[src/rtl/rsbd_pkg.sv]
// Shared types and constants for the record date sorter.
// No dependencies; imported by rsbd_cell and record_sort_by_date.
package rsbd_pkg;

	// width of a packed YYYYMMDD date key
	localparam int unsigned KEY_W = 27;

	// per-cycle command broadcast along the cell chain
	typedef struct packed {
		logic insert; // place the arriving word into the chain
		logic drain;  // shift every cell one place towards the head
	} cell_ctrl_t;

endpackage

[src/rtl/rsbd_cell.sv]
// One slot of the insertion chain: holds a key and a tag.
// Depends on rsbd_pkg for KEY_W and cell_ctrl_t.
module rsbd_cell import rsbd_pkg::*; #(
	parameter int unsigned TAG_WIDTH = 10
) (
	input  logic                 clk,
	input  cell_ctrl_t           ctrl,
	input  logic                 occupied,
	input  logic [KEY_W-1:0]     new_key,
	input  logic [TAG_WIDTH-1:0] new_tag,
	input  logic                 prev_gt,
	input  logic [KEY_W-1:0]     prev_key,
	input  logic [TAG_WIDTH-1:0] prev_tag,
	input  logic [KEY_W-1:0]     next_key,
	input  logic [TAG_WIDTH-1:0] next_tag,
	output logic                 gt,
	output logic [KEY_W-1:0]     key,
	output logic [TAG_WIDTH-1:0] tag
);

	logic [KEY_W-1:0]     key_q;
	logic [TAG_WIDTH-1:0] tag_q;

	// an empty slot counts as larger than any key
	assign gt = !occupied || (key_q > new_key);

	always_ff @(posedge clk) begin
		if (ctrl.insert && gt) begin
			key_q <= prev_gt ? prev_key : new_key;
			tag_q <= prev_gt ? prev_tag : new_tag;
		end else if (ctrl.drain) begin
			key_q <= next_key;
			tag_q <= next_tag;
		end
	end

	assign key = key_q;
	assign tag = tag_q;

endmodule

[config.mk]
export PLATFORM = sky130hd
export DESIGN_NAME = rsbd_cell
export DESIGN_NICKNAME = d
export VERILOG_FILES = /design/src/rtl/rsbd_pkg.sv /design/src/rtl/rsbd_cell.sv
export SDC_FILE = /design/constraint.sdc
export NUM_CORES = 1
export LEC_CHECK = 0
export BUFFER_PORTS_ARGS = -buffer_cell sky130_fd_sc_hd__buf_2
export CAP_MARGIN = 20
export CORE_MARGIN = 2
export CORE_UTILIZATION = 40
export CTS_CLUSTER_SIZE = 12
export DETAILED_ROUTE_END_ITERATION = 8
export PLACE_DENSITY = 0.7
export SLEW_MARGIN = 20
export SYNTH_ARGS = -nofsm -noshare
export SYNTH_HDL_FRONTEND = slang
export SYNTH_SLANG_ARGS = --single-unit
[constraint.sdc]
create_clock -name clk -period 3.5 [get_ports clk]
set_clock_uncertainty 0.1 [all_clocks]
set_input_delay 0.35 -clock clk [delete_from_list [all_inputs] [get_ports clk]]
set_output_delay 0.35 -clock clk [all_outputs]
set_load 0.01 [all_outputs]
==> impl_metrics.toml <==
[sta]
transition_time_at_the_pin_with_the_least_slew_margin_ps = 927
final_count_of_hold_timing_violations = 0
unrepaired_setup_endpoints_after_global_routing = "false"
final_cycle_utilization_of_the_critical_path_pct = 93.4
layout_min_cycle_time_ps = 3270
timing.final.max_slew_violations = 0
setup-violations-final = 0
worst_slew_margin_rel_pct = 38.2
finalHoldWorstSlack_ps = 289
max_freq_ghz = 0.306

[clocking]
clkLatencyLatePin_ps = 300
cts_setup_buffers = 0
clock_path_buffers = 2
clock_transition_at_the_registers_of_the_reported_paths_ps = 90
cts_tree = "built"
clk_root_buffer_cell = "clkbuf_8"
clock_sinks = 37
post_cts_resize_count = 0
h-tree-depth = 2
cts_inserted_buffers = 5
number_of_hold_buffers_added_after_cts = 0

[placement]
port_buffers = 153
postPlaceCellArea_sq_um = 4900
detailed_place_hpwl_um = 9230
finalWeightedCongestion = 0.888

[routing]
finalWirelength_um = 12800
first_iter_violations = 394
via_count = 4542
wire_per_inst_um = 16.6
firstDrtPassIters = 5
drt.antenna.violating_nets = 0
drt_drc_violations_left = 0
avgViaCountPerCell = 5.88

[final_layout]
most-common-layout-cells = "buf_2, o21ai_0, inv_1"
final_nets = 781
fill_cells = 948
layout_commonest_cell = "buf_2"
final_core_utilization_pct = 51.3
area_growth_pct = 25.5
postLayoutCellArea_sq_um = 4990
n_antenna_cell = 0
post_route_cells_drive_above_1_share_pct = 31.8

[yosys]
avgSynthCellArea_sq_um = 7.75
synth_enable_flop_cells = 37
synth_async_sr_flop_share_pct = 0
synth_top_area_share_pct = 27.9
seq_area_frac_synth_pct = 27.9
postSynthCellCount = 513
ys_ff_latch = 37
cell_types_with_the_largest_area_share_after_synthesis = "edfxtp_1, ha_1, o21ai_0"
ys_dominant_reg_cell = "edfxtp_1"
post-synth-top-area-cell = "edfxtp_1"
synth.lib_cells_used.distinct = 32
syn_area_sq_um = 3980
mappedNetlistNets = 656
synth-warning-count = 0

[worst_hold_path]
hold_path_startpoint = "next_tag[3]"
whs_path_depth = 3
min_path_type = "input pin to flop"
hold-path-endpoint = "tag[3]"

[power_and_ir_drop]
power_leakage_nw = 2.25
p_int_mw = 1.04
worst_ir_drop_vdd_mv = 0.160
power_switching_share_pct = 39.2
power-per-cell-area_nw_per_um2 = 343
power_mw = 1.71
share_clk_of_total_power_pct = 18.6
total_switching_power_uw = 670
p_comb_share_pct = 43.8
power_frac_seq_pct = 37.6

[global_route]
gr-usage-all-layers_pct = 22.6
grt_start_max_net_pins = 76
grt_antenna_before_repair = 0
number_of_global_route_vias_before_repair = 4189
globalRoute.totalOverflow = 0
grt_first_pass_wirelength_um = 20100

[setup_path]
worst_reg2reg_path_startpoint = "key[26]"
worst-path-max-fanout = 20
critical-path-top-delay-family = "simple AND/OR/NAND/NOR gates"
crit-reg2reg-capture = "key[10]"
timing.critical_path.from_type = "flop"
path_class = "flop to output pin"
endpoint_kind = "output pin"
critPathMaxStageDelay_ps = 490
path_buf_inv = 2
timing.critical_path.cells = "ha_4 -> nand3_2 -> nor4_4 -> and3_4 -> buf_4 -> o21ai_0 -> nand2_1 -> buf_2"
r2r.worst_path.cells = 7
cpMaxStageDelayCell = "nor4_4"
timing.reg2reg.setup_slack_ps = 500
critical_path_arrival_ps = 2820
cp.required_ps = 3050

[floorplanning]
io_pins = 154
floorplan.die.width_um = 104
design.die.area_sq_um = 10800
initial_utilization_pct = 40.9
placement_rows = 36
floorplan.core_area_sq_um = 9730
die_h_um = 104

[run]
timing.max_cap.violations = 0

[run_status]
result_of_the_run = "finished clean"
-- sequential cells by signal, summed over array words and instances (netlist names) --
register	flops
key	27
tag	10
-- power groups by stage --
stage | sequential (mW) | clock [mW] | combinational [mW]
floorplan | 0.684 | 0 | 0.434
global placement | 0.652 | 0 | 0.722
finish | 0.644 | 0.318 | 0.749
detailed placement | 0.653 | 0 | 0.742
CTS | 0.644 | 0.319 | 0.746
global route | 0.653 | 0.334 | 0.832
-- per-layer routing --
| layer | GRT usage, % | part of all wire, % | vias up |
|---|---|---|---|
| met5 | 0 | 0 | - |
| met4 | 6.18 | 1.8 | 0 |
| met3 | 4.47 | 8.6 | 26 |
| met2 | 39.1 | 47 | 242 |
| met1 | 28.7 | 42 | 2102 |
| li1 | - | - | 2172 |
-- area by class of cell --
class	count	area, sq um	area share [%]
Sequential cell	37	1110	22.3
Inverter	65	244	4.89
Multi-Input combinational cell	362	2510	50.3
Clock buffer	5	68.8	1.38
Tap cell	133	166	3.33
Clock inverter	3	17.5	0.351
Timing Repair Buffer	167	871	17.4
-- stage by stage --
stage / setup WS [ps] / TNS [ps] / std cells
2_1_floorplan: -14.9 / -551 / 513
3_3_place_gp: 546 / 0 / 764
3_5_place_dp: 511 / 0 / 764
4_1_cts: 247 / 0 / 772
5_1_grt: 92.5 / 0 / 772
6_report: 231 / 0 / 772
-- worst max-delay path by stage --
stage / startpoint / to / slack (ps) / cells past startpoint
2_1_floorplan: key[24] / key[0] / -10 / 9
3_3_place_gp: new_key[26] / key[2] / 550 / 9
3_5_place_dp: new_key[26] / key[2] / 510 / 9
4_1_cts: key[26] / gt / 250 / 8
5_1_grt: key[26] / gt / 90 / 8
6_report: key[26] / gt / 230 / 8
-- cells by family after synthesis --
kind of cell | count (synthesis) | share of synthesized area (%)
multiplexers | 11 | 3.12
flip-flops | 37 | 27.9
AND/OR/NAND/NOR | 164 | 22.9
buffers and inverters | 114 | 11.7
adder cells (fa/ha/maj) | 27 | 8.50
AO/OA/AOI/OAI | 160 | 25.8
-- worst reg2reg max path: cells and delay by family (launching register included) --
family | cells | cell delay, ps
simple gates | 4 | 1220
flops | 1 | 480
buf+inv | 1 | 420
fa+ha+maj | 1 | 320
compound gates | 1 | 120
-- synth_stat cells (all sizes together) (2+ instances only) --
| master | n |
|---|---|
| nor3 | 2 |
| and3 | 2 |
| ha | 27 |
| edfxtp | 37 |
| a211oi | 3 |
| nor4 | 2 |
| mux2 | 11 |
| nand2 | 32 |
| clkbuf | 31 |
| o2111ai | 37 |
| nand4 | 40 |
| o21ai | 68 |
| nand3 | 43 |
| a21oi | 9 |
| inv | 65 |
| nand3b | 2 |
| buf | 18 |
| a31oi | 38 |
| nand2b | 38 |
| nor2 | 2 |
Note: power is estimated with default switching activity, not from simulation.
